[src/design/emsp_pkg.sv]
`default_nettype none
package emsp_pkg;

    localparam int DataW      = 32;
    localparam int DecayW     = 17;
    localparam int StepW      = 24;
    localparam int TurnW      = 19;
    localparam int AngW       = 32;
    localparam int CordW      = 34;
    localparam int TableLen   = 24;
    localparam int CordicIterDefault = 16;
    localparam logic [DecayW-1:0] DecayReset = 17'd62915;
    localparam logic signed [AngW-1:0] AngPi     = 32'sd843314857;
    localparam logic signed [AngW-1:0] AngHalfPi = 32'sd421657428;
    localparam logic signed [CordW-1:0] CordGain = 34'sd652032874;

    localparam logic [0:0] RegDecay = 1'b0;

    typedef logic signed [DataW-1:0] data_t;

    // arctangent table in q3.28
    function automatic logic signed [AngW-1:0] atan_q28(input int idx);
        logic signed [AngW-1:0] r;
        begin
            case (idx)
                0: r = 32'sd210828714;
                1: r = 32'sd124459457;
                2: r = 32'sd65760959;
                3: r = 32'sd33381290;
                4: r = 32'sd16755422;
                5: r = 32'sd8385879;
                6: r = 32'sd4193963;
                7: r = 32'sd2097109;
                8: r = 32'sd1048571;
                9: r = 32'sd524287;
                default: r = (idx < TableLen) ? (32'sd262144 >>> (idx - 10)) : 32'sd0;
            endcase
            return r;
        end
    endfunction

    // saturate a wide signed value to 32 bits
    function automatic data_t sat32(input logic signed [79:0] v);
        data_t r;
        begin
            if (v > 80'sd2147483647)
                r = 32'sh7fffffff;
            else if (v < -80'sd2147483648)
                r = 32'sh80000000;
            else
                r = v[DataW-1:0];
            return r;
        end
    endfunction

    // round half up by 16 bits, then saturate
    function automatic data_t rnd16_sat(input logic signed [79:0] v);
        logic signed [79:0] t;
        begin
            t = (v + 80'sd32768) >>> 16;
            return sat32(t);
        end
    endfunction

    typedef struct packed {
        data_t px;
        data_t py;
        data_t vx;
        data_t vy;
        data_t dx;
        data_t dy;
    } state_t;

endpackage
`default_nettype wire

[src/design/emsp_cordic.sv]
`default_nettype none
module emsp_cordic #(
    parameter int Iterations = emsp_pkg::CordicIterDefault
) (
    input  wire logic                        clk,
    input  wire logic                        en,
    input  wire logic signed [emsp_pkg::TurnW-1:0] turn,
    output logic signed [emsp_pkg::DataW-1:0] cos_q16,
    output logic signed [emsp_pkg::DataW-1:0] sin_q16
);
    import emsp_pkg::*;

    localparam int N = (Iterations > TableLen) ? TableLen : Iterations;

    logic signed [CordW-1:0] x_reg [N+1];
    logic signed [CordW-1:0] y_reg [N+1];
    logic signed [AngW-1:0]  z_reg [N+1];
    logic                    f_reg [N+1];
    logic signed [AngW-1:0]  z0;
    logic signed [CordW-1:0] xr;
    logic signed [CordW-1:0] yr;

    // quadrant fold into plus or minus pi/2
    always_comb
    begin
        z0 = {{(AngW-TurnW-12){turn[TurnW-1]}}, turn, 12'd0};
    end

    always_ff @(posedge clk)
    begin
        if (en)
        begin
            x_reg[0] <= CordGain;
            y_reg[0] <= '0;
            if (z0 > AngHalfPi)
            begin
                z_reg[0] <= z0 - AngPi;
                f_reg[0] <= 1'b1;
            end
            else if (z0 < -AngHalfPi)
            begin
                z_reg[0] <= z0 + AngPi;
                f_reg[0] <= 1'b1;
            end
            else
            begin
                z_reg[0] <= z0;
                f_reg[0] <= 1'b0;
            end
        end
    end

    // one rotation step per stage
    for (genvar i = 0; i < N; i++)
    begin : g_step
        always_ff @(posedge clk)
        begin
            if (en)
            begin
                f_reg[i+1] <= f_reg[i];
                if (!z_reg[i][AngW-1])
                begin
                    x_reg[i+1] <= x_reg[i] - (y_reg[i] >>> i);
                    y_reg[i+1] <= y_reg[i] + (x_reg[i] >>> i);
                    z_reg[i+1] <= z_reg[i] - atan_q28(i);
                end
                else
                begin
                    x_reg[i+1] <= x_reg[i] + (y_reg[i] >>> i);
                    y_reg[i+1] <= y_reg[i] - (x_reg[i] >>> i);
                    z_reg[i+1] <= z_reg[i] + atan_q28(i);
                end
            end
        end
    end

    // round to q16 and undo the fold
    always_comb
    begin
        xr = (x_reg[N] + 34'sd8192) >>> 14;
        yr = (y_reg[N] + 34'sd8192) >>> 14;
        if (f_reg[N])
        begin
            xr = -xr;
            yr = -yr;
        end
        cos_q16 = xr[DataW-1:0];
        sin_q16 = yr[DataW-1:0];
    end
endmodule
`default_nettype wire

[config.mk]
export PLATFORM = sky130hd
export DESIGN_NAME = emsp_cordic
export DESIGN_NICKNAME = d
export VERILOG_FILES = /design/src/design/emsp_pkg.sv /design/src/design/emsp_cordic.sv
export SDC_FILE = /design/constraint.sdc
export NUM_CORES = 2
export LEC_CHECK = 0
export BUFFER_PORTS_ARGS = -buffer_cell sky130_fd_sc_hd__buf_4
export CAP_MARGIN = 15
export CORE_MARGIN = 2
export CORE_UTILIZATION = 58
export DETAILED_ROUTE_END_ITERATION = 7
export GPL_ROUTABILITY_DRIVEN = 1
export PLACE_DENSITY = 0.77
export SYNTH_ARGS = -nofsm -noshare
export SYNTH_HDL_FRONTEND = slang
export SYNTH_SLANG_ARGS = --single-unit
[constraint.sdc]
create_clock -name clk -period 4.6 [get_ports clk]
set_input_delay 0.23 -clock clk [delete_from_list [all_inputs] [get_ports clk]]
set_output_delay 0.23 -clock clk [all_outputs]
set_load 0.03 [all_outputs]
==> reports/summary.log <==
INFO  clocking       tritoncts=done
INFO  floorplanning  io-pin-count=85
INFO  cells_and_area final.fill_count=15800
INFO  drt            detail-route-antenna-nets=0
INFO  critical_path  timing.critical_path.arrival=5.73ns
INFO  cells_and_area finalNetCount=14900
INFO  logic_synthesis dominant_combinational_cell_family_by_area_after_synthesis=compound AO/OA/AOI/OAI gates
INFO  clocking       clock-root-buffer=sky130_fd_sc_hd__clkbuf_16
INFO  drt            drcViolationCount=0
INFO  status         violations_in_the_final_reports=negative setup slack
INFO  global_routing grt_pass1_vias=95400
INFO  clocking       clk_latency=0.82ns
INFO  sta            timing.hold.ws=0.281ns
INFO  floorplanning  initial_cell_density_of_the_core=0.583
INFO  critical_path  critical_path.top_delay_family=simple AND/OR/NAND/NOR gates
INFO  drt            detailroute.via_count=98200
INFO  global_routing grt_busiest_layer=met2
INFO  logic_synthesis post_synth_and_or_nand_nor_area_fraction=0.128
INFO  clocking       clk_pin_slew=0.06ns
INFO  critical_path  worst_ep_required_time=5.26ns
INFO  cells_and_area largest_register_ff_count=498
INFO  sta            max_freq=0.197GHz
INFO  sta            worst-slew-pin-transition=1.06ns
INFO  logic_synthesis synth_nets=13600
INFO  sta            period_needed=5.07ns
INFO  clocking       clock_sink_count=1385
INFO  critical_path  worstPathCellList=or3_4 -> or3_4 -> or3b_4 -> or4b_4 -> nor2_4 -> inv_2 -> o21ai_2 -> xnor2_1 -> ha_1 -> a21o_1 -> a21o_1 -> a21o_1 -> a21oi_1 -> nor2b_1 -> o41a_1 -> o21ai_1 -> nand2b_1 -> a32oi_2 -> mux2i_1 -> o311a_1
INFO  logic_synthesis synth_seq_cells=1385
INFO  sta            finalSetupViolations=12
INFO  status         outcome=finished with violations
INFO  global_routing grtUsageMet3=0.0342
INFO  sta            grt_setup_unrepaired=yes
INFO  cells_and_area drive_above_1_share=0.150
INFO  flow_run       cap_violations=0
INFO  global_routing antenna_found_initial=6
INFO  placement      post-dp-hpwl=262mm
INFO  drt            initialDrtViolationCount=7682
INFO  logic_synthesis synth.distinct_cells=107
INFO  sta            timing.clock.skew=0.0348ns
INFO  sta            slew_headroom=0.294
INFO  cells_and_area layout.cells.most_common=sky130_fd_sc_hd__edfxtp_1
INFO  clocking       cts_made_buffers=160
INFO  sta            finalHoldViolations=0
INFO  floorplanning  die_area=207000µm²
INFO  global_routing grt_max_degree=113
INFO  critical_path  cp-start-kind=register
INFO  drt            drt_wl_total=330mm
INFO  global_routing global_route.overflow_total=0
INFO  global_routing gr-usage-all-layers=0.309
INFO  critical_path  setup.worst_path.end_class=register
INFO  critical_path  critical-path-slowest-cell=sky130_fd_sc_hd__or4b_4
INFO  global_routing grt.met2_usage=0.543
INFO  logic_synthesis multiplexer_share_of_the_synthesized_area=0.0104
INFO  critical_path  cpPeakStageDelay=0.56ns
INFO  clocking       ctsLongestPathBuffers=3
INFO  logic_synthesis post_synth_fa_ha_maj_area_fraction=0.148
INFO  cells_and_area mostFrequentLayoutCells=sky130_fd_sc_hd__edfxtp_1, sky130_fd_sc_hd__ha_1, sky130_fd_sc_hd__buf_4
INFO  logic_synthesis synth.cell_area=118000µm²
INFO  logic_synthesis compound_gate_portion_of_the_synthesized_area=0.198
INFO  logic_synthesis synth-edff-count=1385
INFO  critical_path  critical_path.most_common_cell=sky130_fd_sc_hd__a21o_1
INFO  global_routing grt_first_pass_wirelength=513mm
INFO  cells_and_area syn2layout_area_growth=16.9%
INFO  min_path       timing.hold.worst.class=in -> reg
INFO  drt            vias_per_cell=6.02
INFO  logic_synthesis postSynthCellCount=12300
INFO  placement      gpl.final_weighted_congestion=0.977
INFO  critical_path  setup.worst_path.class=reg -> reg
INFO  logic_synthesis synthesis.area_per_instance=9.62µm²
INFO  sta            finalMaxSlewViolations=0
INFO  logic_synthesis yosys_warnings=0
INFO  sta            post_route_clock_period_utilization=1.10
INFO  critical_path  timing.critical_path.fanout_max=3
INFO  cells_and_area postLayoutCoreUtil=0.682
INFO  logic_synthesis synth_xor_area_frac=0.138
INFO  logic_synthesis synth_ff_type=sky130_fd_sc_hd__edfxtp_1
INFO  critical_path  cp_num_buf_inv=1
INFO  floorplanning  core.rowCount=165
INFO  floorplanning  die_w=455µm
INFO  logic_synthesis yosysSeqAreaShare=0.353
INFO  placement      portBuffers=84
INFO  drt            detailedRoute.firstPassIterationCount=7
INFO  global_routing met1_usage=0.394
INFO  floorplanning  fp.coreArea=202000µm²
INFO  clocking       htree_num_levels=4
INFO  sta            setup_ws=-0.470ns
INFO  logic_synthesis async_flop_share=0
INFO  drt            wl_per_cell=20.2µm
INFO  floorplanning  die_h=455µm
-- cells in the mapped netlist, types with 27 or more instances --
library cell               instances  area (µm²)
sky130_fd_sc_hd__o31a_1           29         254
sky130_fd_sc_hd__clkbuf_1        162         608
sky130_fd_sc_hd__nor2_1          922        3460
sky130_fd_sc_hd__or2_2            51         319
sky130_fd_sc_hd__o31ai_1         113         848
sky130_fd_sc_hd__o21a_1          200        1500
sky130_fd_sc_hd__nor2b_1         160        1000
sky130_fd_sc_hd__inv_1           513        1930
sky130_fd_sc_hd__buf_1            41         154
sky130_fd_sc_hd__xnor2_1        1263       11100
sky130_fd_sc_hd__fa_1             43         861
sky130_fd_sc_hd__o21ai_1          30         150
sky130_fd_sc_hd__nand4_1          83         519
sky130_fd_sc_hd__a31o_2           31         272
sky130_fd_sc_hd__nand3b_1         33         248
sky130_fd_sc_hd__a21boi_0         27         203
sky130_fd_sc_hd__and3_1          112         701
sky130_fd_sc_hd__nor3_1          299        1500
sky130_fd_sc_hd__a21oi_1        1248        6250
sky130_fd_sc_hd__a211o_1          27         236
sky130_fd_sc_hd__a21o_1          620        4650
sky130_fd_sc_hd__or3_1            94         588
sky130_fd_sc_hd__ha_1           1323       16600
sky130_fd_sc_hd__o21ai_0         612        3060
sky130_fd_sc_hd__o21bai_1        155        1160
sky130_fd_sc_hd__a211oi_1        105         788
sky130_fd_sc_hd__o41ai_1          52         455
sky130_fd_sc_hd__and2_1           53         332
sky130_fd_sc_hd__nand2b_1        188        1180
sky130_fd_sc_hd__nor4_1           82         513
sky130_fd_sc_hd__o211ai_1         52         390
sky130_fd_sc_hd__a31oi_1         130         813
sky130_fd_sc_hd__mux2i_1          63         631
sky130_fd_sc_hd__xor2_1          598        5240
sky130_fd_sc_hd__nand2_1         695        2610
sky130_fd_sc_hd__or4_1            36         270
sky130_fd_sc_hd__nor3b_1          33         248
sky130_fd_sc_hd__nand3_1         206        1030
sky130_fd_sc_hd__mux2_2           53         597
sky130_fd_sc_hd__edfxtp_1       1385       41600
-- through the flow --
| step | TNS [ns] | cells | instance area, µm² | worst slack (ns) |
|---|---|---|---|---|
| 2_1_floorplan | -0.736 | 12300 | 118000 | -0.200 |
| 3_3_place_gp | -7.95 | 15900 | 130000 | -0.637 |
| 3_5_place_dp | -9.43 | 15900 | 130000 | -0.625 |
| 4_1_cts | -2.71 | 16200 | 136000 | -0.479 |
| 5_1_grt | -6.33 | 16300 | 138000 | -0.722 |
| 6_report | -3.14 | 16300 | 138000 | -0.470 |
-- worst min-delay path, cell delays in order --
cell and delay (ns):
sky130_fd_sc_hd__dlygate4sd3_1 0.52, sky130_fd_sc_hd__buf_4 0.13, sky130_fd_sc_hd__xnor2_1 0.11
-- metal layers --
layer / vias to the layer above / part of all wire
li1: 48000 / -
met1: 47100 / 0.43
met2: 2637 / 0.49
met3: 540 / 0.049
met4: 0 / 0.036
met5: - / 0
-- cells by family (layout without fill, tap and decap cells) --
kind of cell / Yosys count / after routing
xor gates and xnor gates: 1861 / 1861
muxes: 116 / 116
DFF: 1385 / 1385
adders and majority gates: 1366 / 1366
other: 0 / 2
and+or+nand+nor: 3113 / 3113
buffers and inverters: 735 / 2130
AOI/OAI and AO/OA: 3675 / 3675
-- final timing paths --
path                                               from                       to  slack, ns  cells after the start
worst max-delay path            y_reg[11][16]$_DFFE_PP_  x_reg[12][31]$_DFFE_PP_      -0.47                     20
worst min-delay path                            turn[2]   z_reg[0][14]$_DFFE_PP_       0.28                      3
worst max register to register  y_reg[11][16]$_DFFE_PP_  x_reg[12][31]$_DFFE_PP_      -0.47                     20
worst min register to register  z_reg[12][15]$_DFFE_PP_  z_reg[13][15]$_DFFE_PP_       0.41                      0
-- timing repair --
item                                    CTS  global route
resized for setup                        84           358
setup buffers                            12            84
hold endpoints to repair                 68             0
hold buffers                             27             0
endpoints found under the setup margin   80           201
pin swaps                                37           112
-- cell type report --
| type | instances | area [µm²] | share of cell area |
|---|---|---|---|
| clock buffers | 186 | 4210 | 0.0305 |
| multi-input cells | 10100 | 75400 | 0.547 |
| repair buffers | 1318 | 10200 | 0.0741 |
| flip-flops and latches | 1385 | 41600 | 0.302 |
| diodes | 2 | 5.00 | 0.0000363 |
| inverters | 522 | 1970 | 0.0143 |
| well taps | 2672 | 3340 | 0.0243 |
| clock inverters | 104 | 1070 | 0.00776 |
Power is not shown: default switching activity piles up to over one toggle a cycle in this logic, so the estimate is an artifact.
